--- src/rtl/zorc_pkg.sv ---
// ----------------------------------------------------------------------------
// zorc_pkg: shared types and constants of the zero/one run code decoder
// field widths, error codes, register index, sequencer states, result word
// ----------------------------------------------------------------------------
package zorc_pkg;

  localparam int MAX_PREFIX  = 47;
  localparam int BYTE_W      = 8;
  localparam int RUN_LEN_W   = 49;
  localparam int ERR_W       = 3;
  localparam int LIMIT_W     = 56;
  localparam int TOTAL_W     = 64;
  localparam int APB_DATA_W  = 64;
  localparam int APB_ADDR_W  = 4;
  localparam int OUT_TDATA_W = 56;
  localparam int OUT_TUSER_W = 3;

  // register index, taken from paddr[3]
  localparam logic REG_BIT_LIMIT = 1'b0;

  typedef enum logic [ERR_W-1:0] {
    ERR_OK         = 3'd0,
    ERR_INCOMPLETE = 3'd1,
    ERR_NOT_BYTES  = 3'd2,
    ERR_LIMIT      = 3'd3,
    ERR_PREFIX     = 3'd4
  } err_e;

  typedef enum logic [2:0] {
    ST_IDLE,
    ST_BITS,
    ST_CHECK,
    ST_END,
    ST_FLUSH
  } state_e;

  typedef struct packed {
    logic [RUN_LEN_W-1:0] run_length;
    logic                 run_is_ones;
    logic                 run_valid;
    logic                 stream_done;
    err_e                 error_code;
  } result_t;

  // requests from the sequencer to the output stage
  typedef struct packed {
    logic push;
    logic flush;
  } ostage_ctrl_t;

  // status of the output stage back to the sequencer
  typedef struct packed {
    logic can_push;
    logic pend_valid;
  } ostage_stat_t;

endpackage

--- src/rtl/zorc_out_stage.sv ---
// ----------------------------------------------------------------------------
// zorc_out_stage: result holding and output register
// keeps the newest result back until the byte ends so that it can be tagged
// as the last one, and drives the master stream from a register
// ----------------------------------------------------------------------------
module zorc_out_stage
  import zorc_pkg::*;
(
  input  logic                   clk_i,
  input  logic                   rst_ni,
  input  ostage_ctrl_t           ctrl_i,
  input  result_t                res_i,
  output ostage_stat_t           stat_o,
  output logic                   m_axis_tvalid_o,
  input  logic                   m_axis_tready_i,
  // run_length, error_code, zero fill
  output logic [OUT_TDATA_W-1:0] m_axis_tdata_o,
  // run_is_ones, run_valid, stream_done
  output logic [OUT_TUSER_W-1:0] m_axis_tuser_o,
  output logic                   m_axis_tlast_o
);

  logic    pend_valid_q, pend_valid_d;
  result_t pend_q, pend_d;
  logic    out_valid_q, out_valid_d;
  result_t out_q, out_d;
  logic    out_last_q, out_last_d;
  logic    out_free;
  logic    can_push;

  assign out_free = !out_valid_q || m_axis_tready_i;
  assign can_push = !pend_valid_q || out_free;

  always_comb begin
    pend_valid_d = pend_valid_q;
    pend_d       = pend_q;
    out_valid_d  = out_valid_q && !m_axis_tready_i;
    out_d        = out_q;
    out_last_d   = out_last_q;
    if (ctrl_i.push && can_push) begin
      if (pend_valid_q) begin
        out_valid_d = 1'b1;
        out_d       = pend_q;
        out_last_d  = 1'b0;
      end
      pend_d       = res_i;
      pend_valid_d = 1'b1;
    end else if (ctrl_i.flush && pend_valid_q && out_free) begin
      out_valid_d  = 1'b1;
      out_d        = pend_q;
      out_last_d   = 1'b1;
      pend_valid_d = 1'b0;
    end
  end

  always_ff @(posedge clk_i or negedge rst_ni) begin
    if (!rst_ni) begin
      pend_valid_q <= 1'b0;
      out_valid_q  <= 1'b0;
    end else begin
      pend_valid_q <= pend_valid_d;
      out_valid_q  <= out_valid_d;
    end
  end

  always_ff @(posedge clk_i) begin
    pend_q     <= pend_d;
    out_q      <= out_d;
    out_last_q <= out_last_d;
  end

  assign stat_o.can_push   = can_push;
  assign stat_o.pend_valid = pend_valid_q;

  assign m_axis_tvalid_o = out_valid_q;
  assign m_axis_tdata_o  = {{(OUT_TDATA_W - RUN_LEN_W - ERR_W){1'b0}},
                            out_q.error_code, out_q.run_length};
  assign m_axis_tuser_o  = {out_q.stream_done, out_q.run_valid, out_q.run_is_ones};
  assign m_axis_tlast_o  = out_last_q;

endmodule

--- src/rtl/zero_one_run_code_decoder_unit.sv ---
// ----------------------------------------------------------------------------
// zero_one_run_code_decoder_unit: bit-serial zero/one run code decoder
// walks each encoded byte msb first through a shift register, one code bit
// per cycle while not stalled, and emits alternating zero and one runs plus a final status word
// ----------------------------------------------------------------------------
// sequence: a byte is taken in the idle state, walked bit by bit in the bit
//   state, then passes the end and flush states; its last word moves to the
//   output register in the flush state
// byte overlap: none; a new byte is taken only in the idle state, after the
//   last one has been flushed; with a nonzero bit limit each decoded run adds
//   a pass through the limit compare state, and a stalled output holds the walk
// a byte arriving after decoding has stopped is taken and dropped in the idle state
// reset: asynchronous, active low; clears the sequencer, the decode state and
//   the bit limit register, output stage is empty

module zero_one_run_code_decoder_unit
  import zorc_pkg::*;
#(
  parameter int MaxPrefix = MAX_PREFIX
) (
  input  logic                   clk_i,
  input  logic                   rst_ni,
  // input byte stream
  input  logic                   s_axis_tvalid_i,
  output logic                   s_axis_tready_o,
  // code_byte
  input  logic [BYTE_W-1:0]      s_axis_tdata_i,
  // final_byte
  input  logic                   s_axis_tlast_i,
  // decoded run stream
  output logic                   m_axis_tvalid_o,
  input  logic                   m_axis_tready_i,
  // run_length [48:0], error_code [51:49], zero fill
  output logic [OUT_TDATA_W-1:0] m_axis_tdata_o,
  // run_is_ones [0], run_valid [1], stream_done [2]
  output logic [OUT_TUSER_W-1:0] m_axis_tuser_o,
  // last_of_item
  output logic                   m_axis_tlast_o,
  // configuration port
  input  logic                   psel,
  input  logic                   penable,
  input  logic                   pwrite,
  input  logic [APB_ADDR_W-1:0]  paddr,
  input  logic [APB_DATA_W-1:0]  pwdata,
  output logic [APB_DATA_W-1:0]  prdata,
  output logic                   pready
);

  // prefix counter saturates at MaxPrefix+1
  localparam int PC_W   = $clog2(MaxPrefix + 2);
  // suffix holds the leading one plus up to MaxPrefix more bits
  localparam int SUF_W  = MaxPrefix + 1;
  localparam int LEN_W  = MaxPrefix + 2;
  localparam int BITS_W = $clog2(BYTE_W + 1);

  // sequencer and byte shift register
  state_e               state_q, state_d;
  logic [BYTE_W-1:0]    byte_q, byte_d;
  logic                 fin_q, fin_d;
  logic [BITS_W-1:0]    bits_left_q, bits_left_d;

  // decode state
  logic                 next_ones_q, next_ones_d;
  logic                 in_suffix_q, in_suffix_d;
  logic [PC_W-1:0]      prefix_q, prefix_d;
  logic [PC_W-1:0]      left_q, left_d;
  logic [SUF_W-1:0]     suffix_q, suffix_d;
  logic [TOTAL_W-1:0]   total_q, total_d;
  logic                 finished_q, finished_d;

  logic [LIMIT_W-1:0]   limit_q, limit_d;

  // per-bit decode
  logic                 code_bit;
  logic                 prefix_sat;
  logic                 suffix_last;
  logic [SUF_W-1:0]     suffix_shift;
  logic [LEN_W-1:0]     len_base;
  logic [LEN_W-1:0]     run_len;
  logic [TOTAL_W-1:0]   run_len_ext;
  logic                 bit_is_run;
  logic                 bit_is_prefix_err;
  logic                 limit_hit;
  err_e                 total_err;

  // output stage hookup
  logic                 emit;
  result_t              emit_res;
  logic                 stall;
  ostage_ctrl_t         octrl;
  ostage_stat_t         ostat;

  logic                 cfg_wr;

  // --------------------------------------------------------------------------
  // configuration register
  // --------------------------------------------------------------------------
  assign pready = 1'b1;
  assign cfg_wr = psel && penable && pwrite && pready && (paddr[3] == REG_BIT_LIMIT);

  always_comb begin
    limit_d = limit_q;
    if (cfg_wr) begin
      limit_d = pwdata[LIMIT_W-1:0];
    end
  end

  assign prdata = (paddr[3] == REG_BIT_LIMIT) ? APB_DATA_W'(limit_q) : '0;

  // --------------------------------------------------------------------------
  // bit decode: msb of the byte shift register is the current code bit
  // --------------------------------------------------------------------------
  assign code_bit     = byte_q[BYTE_W-1];
  assign prefix_sat   = prefix_q > PC_W'(MaxPrefix);
  assign suffix_last  = left_q == PC_W'(1);
  assign suffix_shift = {suffix_q[SUF_W-2:0], code_bit};

  // a one bit after the prefix: a one run ends there, a zero run opens
  // its suffix; a zero run ends on the last suffix bit
  assign bit_is_prefix_err = !in_suffix_q && code_bit && prefix_sat;
  assign bit_is_run        = in_suffix_q ? suffix_last
                                         : (code_bit && !prefix_sat && next_ones_q);

  // every run length is some base plus one: prefix+1 for a one run,
  // suffix+1 for a zero run, and for a one-bit prefix-free zero code the
  // two-bit value minus one, which is the second bit plus one
  always_comb begin
    if (!in_suffix_q) begin
      len_base = LEN_W'(prefix_q);
    end else if (prefix_q != '0) begin
      len_base = LEN_W'(suffix_shift);
    end else begin
      len_base = LEN_W'(code_bit);
    end
  end

  assign run_len     = len_base + LEN_W'(1);
  assign run_len_ext = TOTAL_W'(run_len);

  assign limit_hit = total_q >= TOTAL_W'(limit_q);

  always_comb begin
    if (total_q[2:0] != 3'd0) begin
      total_err = ERR_NOT_BYTES;
    end else if ((limit_q != '0) && (total_q != TOTAL_W'(limit_q))) begin
      total_err = ERR_LIMIT;
    end else begin
      total_err = ERR_OK;
    end
  end

  // the sequencer and decode state hold while a word waits for room in the output stage
  assign stall = emit && !ostat.can_push;

  // --------------------------------------------------------------------------
  // next state
  // --------------------------------------------------------------------------
  always_comb begin
    state_d = state_q;
    case (state_q)
      ST_IDLE: begin
        if (s_axis_tvalid_i && !finished_q) begin
          state_d = ST_BITS;
        end
      end
      ST_BITS: begin
        if (bit_is_prefix_err) begin
          state_d = ST_END;
        end else if (bit_is_run && (limit_q != '0)) begin
          state_d = ST_CHECK;
        end else if (bits_left_q == BITS_W'(1)) begin
          state_d = ST_END;
        end
      end
      ST_CHECK: begin
        if (limit_hit || (bits_left_q == '0)) begin
          state_d = ST_END;
        end else begin
          state_d = ST_BITS;
        end
      end
      ST_END: begin
        state_d = ST_FLUSH;
      end
      ST_FLUSH: begin
        // done once the held word has moved to the output register
        if (ostat.can_push) begin
          state_d = ST_IDLE;
        end
      end
      default: begin
        state_d = ST_IDLE;
      end
    endcase
  end

  // --------------------------------------------------------------------------
  // datapath and outputs
  // --------------------------------------------------------------------------
  always_comb begin
    byte_d      = byte_q;
    fin_d       = fin_q;
    bits_left_d = bits_left_q;
    next_ones_d = next_ones_q;
    in_suffix_d = in_suffix_q;
    prefix_d    = prefix_q;
    left_d      = left_q;
    suffix_d    = suffix_q;
    total_d     = total_q;
    finished_d  = finished_q;
    emit        = 1'b0;
    emit_res    = '0;
    octrl.flush = 1'b0;

    case (state_q)
      ST_IDLE: begin
        if (s_axis_tvalid_i) begin
          if (finished_q) begin
            // stopped stream: bytes are dropped until the final one
            if (s_axis_tlast_i) begin
              next_ones_d = 1'b0;
              in_suffix_d = 1'b0;
              prefix_d    = '0;
              left_d      = '0;
              suffix_d    = '0;
              total_d     = '0;
              finished_d  = 1'b0;
            end
          end else begin
            byte_d      = s_axis_tdata_i;
            fin_d       = s_axis_tlast_i;
            bits_left_d = BITS_W'(BYTE_W);
          end
        end
      end

      ST_BITS: begin
        byte_d      = {byte_q[BYTE_W-2:0], 1'b0};
        bits_left_d = bits_left_q - BITS_W'(1);
        if (bit_is_prefix_err) begin
          emit                 = 1'b1;
          emit_res.stream_done = 1'b1;
          emit_res.error_code  = ERR_PREFIX;
          finished_d           = 1'b1;
        end else if (bit_is_run) begin
          emit                 = 1'b1;
          emit_res.run_length  = run_len_ext[RUN_LEN_W-1:0];
          emit_res.run_is_ones = !in_suffix_q;
          emit_res.run_valid   = 1'b1;
          total_d              = total_q + TOTAL_W'(len_base) + TOTAL_W'(1);
          next_ones_d          = !next_ones_q;
          in_suffix_d          = 1'b0;
          prefix_d             = '0;
          left_d               = '0;
          suffix_d             = '0;
        end else if (in_suffix_q) begin
          suffix_d = suffix_shift;
          left_d   = left_q - PC_W'(1);
        end else if (code_bit) begin
          // zero run code: the one bit opens the suffix
          in_suffix_d = 1'b1;
          suffix_d    = SUF_W'(1);
          left_d      = (prefix_q != '0) ? prefix_q : PC_W'(1);
        end else if (!prefix_sat) begin
          prefix_d = prefix_q + PC_W'(1);
        end
      end

      ST_CHECK: begin
        if (limit_hit) begin
          emit                 = 1'b1;
          emit_res.stream_done = 1'b1;
          emit_res.error_code  = total_err;
          finished_d           = 1'b1;
        end
      end

      ST_END: begin
        if (fin_q) begin
          if (!finished_q) begin
            emit                 = 1'b1;
            emit_res.stream_done = 1'b1;
            emit_res.error_code  = in_suffix_q ? ERR_INCOMPLETE : total_err;
          end
          // pending prefix zeros are padding; restart for the next stream
          next_ones_d = 1'b0;
          in_suffix_d = 1'b0;
          prefix_d    = '0;
          left_d      = '0;
          suffix_d    = '0;
          total_d     = '0;
          finished_d  = 1'b0;
        end
      end

      ST_FLUSH: begin
        octrl.flush = 1'b1;
      end

      default: begin
      end
    endcase

    octrl.push = emit;
  end

  assign s_axis_tready_o = (state_q == ST_IDLE);

  // --------------------------------------------------------------------------
  // registers
  // --------------------------------------------------------------------------
  always_ff @(posedge clk_i or negedge rst_ni) begin
    if (!rst_ni) begin
      state_q     <= ST_IDLE;
      bits_left_q <= '0;
      fin_q       <= 1'b0;
      next_ones_q <= 1'b0;
      in_suffix_q <= 1'b0;
      prefix_q    <= '0;
      left_q      <= '0;
      suffix_q    <= '0;
      total_q     <= '0;
      finished_q  <= 1'b0;
    end else if (!stall) begin
      state_q     <= state_d;
      bits_left_q <= bits_left_d;
      fin_q       <= fin_d;
      next_ones_q <= next_ones_d;
      in_suffix_q <= in_suffix_d;
      prefix_q    <= prefix_d;
      left_q      <= left_d;
      suffix_q    <= suffix_d;
      total_q     <= total_d;
      finished_q  <= finished_d;
    end
  end

  always_ff @(posedge clk_i or negedge rst_ni) begin
    if (!rst_ni) begin
      limit_q <= '0;
    end else begin
      limit_q <= limit_d;
    end
  end

  // byte shift register carries payload only
  always_ff @(posedge clk_i) begin
    if (!stall) begin
      byte_q <= byte_d;
    end
  end

  // --------------------------------------------------------------------------
  // output stage
  // --------------------------------------------------------------------------
  zorc_out_stage u_out_stage (
    .clk_i           (clk_i),
    .rst_ni          (rst_ni),
    .ctrl_i          (octrl),
    .res_i           (emit_res),
    .stat_o          (ostat),
    .m_axis_tvalid_o (m_axis_tvalid_o),
    .m_axis_tready_i (m_axis_tready_i),
    .m_axis_tdata_o  (m_axis_tdata_o),
    .m_axis_tuser_o  (m_axis_tuser_o),
    .m_axis_tlast_o  (m_axis_tlast_o)
  );

endmodule
--- config.mk ---
export PLATFORM = sky130hd
export DESIGN_NAME = zero_one_run_code_decoder_unit
export DESIGN_NICKNAME = d
export VERILOG_FILES = /design/src/rtl/zorc_pkg.sv /design/src/rtl/zorc_out_stage.sv /design/src/rtl/zero_one_run_code_decoder_unit.sv
export SDC_FILE = /design/constraint.sdc
export NUM_CORES = 1
export LEC_CHECK = 0
export ABC_AREA = 1
export ABC_CLOCK_PERIOD_IN_PS = 7400
export BUFFER_PORTS_ARGS = -buffer_cell sky130_fd_sc_hd__buf_2
export CORE_MARGIN = 2
export CORE_UTILIZATION = 60
export CTS_CLUSTER_SIZE = 16
export DETAILED_ROUTE_END_ITERATION = 6
export PLACE_DENSITY = 0.85
export RECOVER_POWER = 100
export SYNTH_ARGS = -nofsm -noshare
export SYNTH_HDL_FRONTEND = slang
export SYNTH_SLANG_ARGS = --single-unit
export TNS_END_PERCENT = 10
--- constraint.sdc ---
create_clock -name clk_i -period 7.4 [get_ports clk_i]
set_input_delay 1.11 -clock clk_i [delete_from_list [all_inputs] [get_ports clk_i]]
set_output_delay 1.11 -clock clk_i [all_outputs]
set_load 0.01 [all_outputs]
==> impl_results.md <==
- Outcome: finished, violations left
- Failing checks: capacitance limit, slew limit
- Leading cell types by total area after synthesis: sky130_fd_sc_hd__dfrtp_1 (24%), sky130_fd_sc_hd__edfxtp_1 (18%), sky130_fd_sc_hd__nand2_1 (13%), sky130_fd_sc_hd__nor2_1 (8.2%), sky130_fd_sc_hd__ha_1 (6.9%)
- Total of max-cap violations: 6
- Critical path buffer and inverter count: 4
- Number of buffers created by CTS: 34
- Reg power frac: 0.397
- Worst-case clock skew: 0.0278 ns
- Cell family contributing the most delay on the critical path: buffers and inverters
- Synthesized area per cell: 7.44 um2
- Pin count of the biggest net entering global routing: 113
- Hpwl dp: 44.4 mm
- Transition time at the pin with the least slew margin: 2.98 ns
- Pint: 0.00349 W
- Number of buffers inserted to repair setup after CTS: 0
- CP max-delay cell: sky130_fd_sc_hd__clkbuf_1
- Worst hold endpoint: u_out_stage.m_axis_tdata_o[15]
- Final-report setup violation count: 0
- Layout overhead on the synthesized area: 10.3%
- Worst Path Class, Setup: reg -> reg
- Total GRT Usage: 0.333
- Count of H-tree levels built during CTS: 2
- Via-per-instance ratio: 5.67
- Antenna violations before repair: 1
- Slew HR: -0.989
- GR Util met2: 0.543
- Minimum hold slack: 0.417 ns
- Setup repair after global routing missed its margin: false
- Rows: 66
- Cell chain of the critical path: inv_1 > nand2_1 > nor2_1 > inv_1 > nor2_2 > clkbuf_1 > nor2_1 > nand3_1 > nand2_1 > nand4_1 > clkbuf_2 > nand2_1 > nand2_1
- Reg clk slew, reported paths: 0.06 ns
- Global-route wire length before repair: 92.7 mm
- Effective utilization at floorplan: 0.612
- GRT overflow: 0
- Top cells by count, synth: sky130_fd_sc_hd__nand2_1 (685), sky130_fd_sc_hd__nor2_1 (440), sky130_fd_sc_hd__inv_1 (306)
- Ratio of cells with drive above 1 in the final layout: 0.0634
- Die width: 187 um
- Flop-to-flop setup slack: 1.96 ns
- Die H: 187 um
- Leak pwr: 10.3 nW
- Number of unique standard cell types used by synthesis: 56
- GR Util met3: 0.0722
- GR peak layer: met2
- Std-Cell Core Area: 0.0327 mm2
- Terminus of the critical flop-to-flop path: total_q[35]
- Warning count from the yosys run: 0
- Max Transition Viols Final: 405
- Ports placed on the boundary: 211
- Cell repeated most along the worst path: sky130_fd_sc_hd__nand2_1
- Vias in the first global route: ~18000
- Number of hold buffers added after cts: 0
- Arrival time at the worst endpoint: 5.94 ns
- Number of synthesized flops with an enable pin: 119
- Top FF cell, synth: sky130_fd_sc_hd__dfrtp_1
- Max Clk Rate: about 180 MHz
- Power share of the clock group: 0.287
- Setup TNS: 0 ns
- Fraction of met1 tracks used by global routing: 0.450
- Number of DRC markers after the initial detailed-route iteration: 1432
- Gate count after technology mapping: 2692
- Final Hold Fails: 0
- IR Drop Worst-Case VDD: about 0.30 mV
- Critical Path End Type: register
- Antenna diode instance count: 0
- Hold Crit Class: reg -> reg
- Buffer levels on the longest clock path: 3
- Fraction of registers with async set/reset: 0.617
- Data required time at the worst endpoint: around 8 ns
- Source-to-sink clock delay at the later pin of the worst-skew pair: 0.56 ns
- Final core utilization: 0.676
- Dominant cell by count in the synthesized netlist: sky130_fd_sc_hd__nand2_1
- Total detailed-routing wirelength: between 50 and 60 mm
- Syn Std Cell Area: 0.0200 mm2
- Worst-case reg-to-reg path depth: 13
- Length of the first detailed-routing pass in iterations: 6
- Post-route DRC violation count: 0
- Switching part of the total power: 0.394
- Crit share post-route: 0.736
- Proportion of power drawn by combinational gates: 0.316
- Quantity of I/O buffers inserted on ports: 186
- Register area share after synthesis: 0.418
- Startpoint type of the worst setup path: register
- Worst hold path depth: 0
- Post-layout nets: 3042
- Buffer type at the clock tree root: sky130_fd_sc_hd__clkbuf_16
- Number of synthesized register bits: roughly 310
- Startpoint of the tightest hold check path: u_out_stage.pend_q[21]
- Vias after detailed routing: 18800
- Top-area cell type share of the netlist area: 0.240
- Critical path's largest stage delay: 1.22 ns
- Number of sinks on the clock net: 311
- Largest fanout on the critical path: between 60 and 70
- Source of the worst register-to-register timing path: state_q[2]
- Cell type with the highest aggregate area in the netlist: sky130_fd_sc_hd__dfrtp_1
- Global placer's final weighted congestion: 0.994
- Die Area: 0.0349 mm2
- Average routed wire per standard cell: roughly 18 um
- Time the worst path needs with I/O delays and setup: around 5.4 ns
- Number of nets still failing antenna checks after routing: 0
- Count of cell instances traversed by the critical path: 13
- Net switching power figure: 0.00227 W
- Pwr Density: 261 mW/mm2
- Post-cts repair resize count: 0
- TritonCTS clock tree: done
flip-flops by register name, indices dropped and copies added (netlist names), 6 cells and up:
name	count
suffix_q	47
byte_q	8
u_out_stage.m_axis_tdata_o	52
left_q	6
total_q	64
limit_q	56
u_out_stage.pend_q	55
prefix_q	6
worst max-delay path by stage:
stage | start | endpoint | slack (ns)
6_report | state_q[2] | total_q[35] | 1.96
5_1_grt | state_q[2] | total_q[2] | 1.44
4_1_cts | state_q[2] | total_q[55] | 2.74
3_5_place_dp | state_q[2] | byte_q[0] | 2.78
3_3_place_gp | state_q[2] | byte_q[0] | 2.85
2_1_floorplan | total_q[31] | u_out_stage.m_axis_tdata_o[0] | 2.77
area by class of cell:
| cell class | instances | area (um2) |
|---|---|---|
| clock inverters | 14 | 130 |
| multi-input cells | 1980 | 10000 |
| repair buffers | 198 | 860 |
| fillers | 2858 | 10600 |
| flip-flops and latches | 311 | 8380 |
| well taps | 442 | 553 |
| inverters | 321 | 1210 |
| clock buffers | 47 | 951 |
cell usage in the layout, fill, tap and decap left out, drive strengths merged, types with 40 or more instances in the layout:
master	n
nor2	453
a21oi	224
o21ai	106
nand4	133
nand3	83
nor3	40
buf	76
nand2	694
ha	111
inv	314
clkbuf	169
dfrtp	192
edfxtp	119
per-layer routing:
metal | share of wire | wire (um)
met5 | 0.00024 | 14
met1 | 0.42 | 24600
met2 | 0.46 | 26800
met3 | 0.088 | 5100
met4 | 0.027 | 1590
worst register-to-register path: stages (launching register included):
cell,delay [ns]
sky130_fd_sc_hd__dfrtp_1,0.43
sky130_fd_sc_hd__inv_1,0.11
sky130_fd_sc_hd__nand2_1,0.09
sky130_fd_sc_hd__nor2_1,0.72
sky130_fd_sc_hd__inv_1,0.59
sky130_fd_sc_hd__nor2_2,0.21
sky130_fd_sc_hd__clkbuf_1,1.22
sky130_fd_sc_hd__nor2_1,0.09
sky130_fd_sc_hd__nand3_1,0.25
sky130_fd_sc_hd__nand2_1,0.21
sky130_fd_sc_hd__nand4_1,0.12
sky130_fd_sc_hd__clkbuf_2,1.05
sky130_fd_sc_hd__nand2_1,0.18
sky130_fd_sc_hd__nand2_1,0.13
power groups by stage:
stage / clock network (W) / registers [W] / logic, W
after floorplan: 0 / 0.00231 / 0.00131
after global placement: 0 / 0.00229 / 0.00175
after detailed placement: 0 / 0.00231 / 0.00182
after CTS: 0.00167 / 0.00228 / 0.00184
after global routing: 0.00174 / 0.00231 / 0.00201
final: 0.00165 / 0.00228 / 0.00182
cell families (layout without fill, tap and decap cells):
kind of cell | count (synthesis) | after routing | synth area share
buffers and inverters | 412 | 580 | 0.0842
XOR/XNOR | 47 | 47 | 0.0206
adder cells (fa/ha/maj) | 112 | 112 | 0.0703
AO/OA/AOI/OAI | 376 | 376 | 0.100
AND/OR/NAND/NOR | 1432 | 1432 | 0.306
other | 2 | 13 | 0.000375
flip-flops | 311 | 311 | 0.418
metrics by stage:
| step | setup WS (ns) | cells | total power, W | cell area (um2) |
|---|---|---|---|---|
| finish | 1.96 | 3313 | 0.00576 | 22100 |
| global route | 1.44 | 3313 | 0.00607 | 22100 |
| CTS | 2.74 | 3313 | 0.00579 | 22300 |
| detailed placement | 2.78 | 3252 | 0.00413 | 21200 |
| global placement | 2.85 | 3252 | 0.00404 | 21200 |
| floorplan | 2.77 | 2703 | 0.00362 | 20100 |
Note: power is estimated with default switching activity, not from simulation.
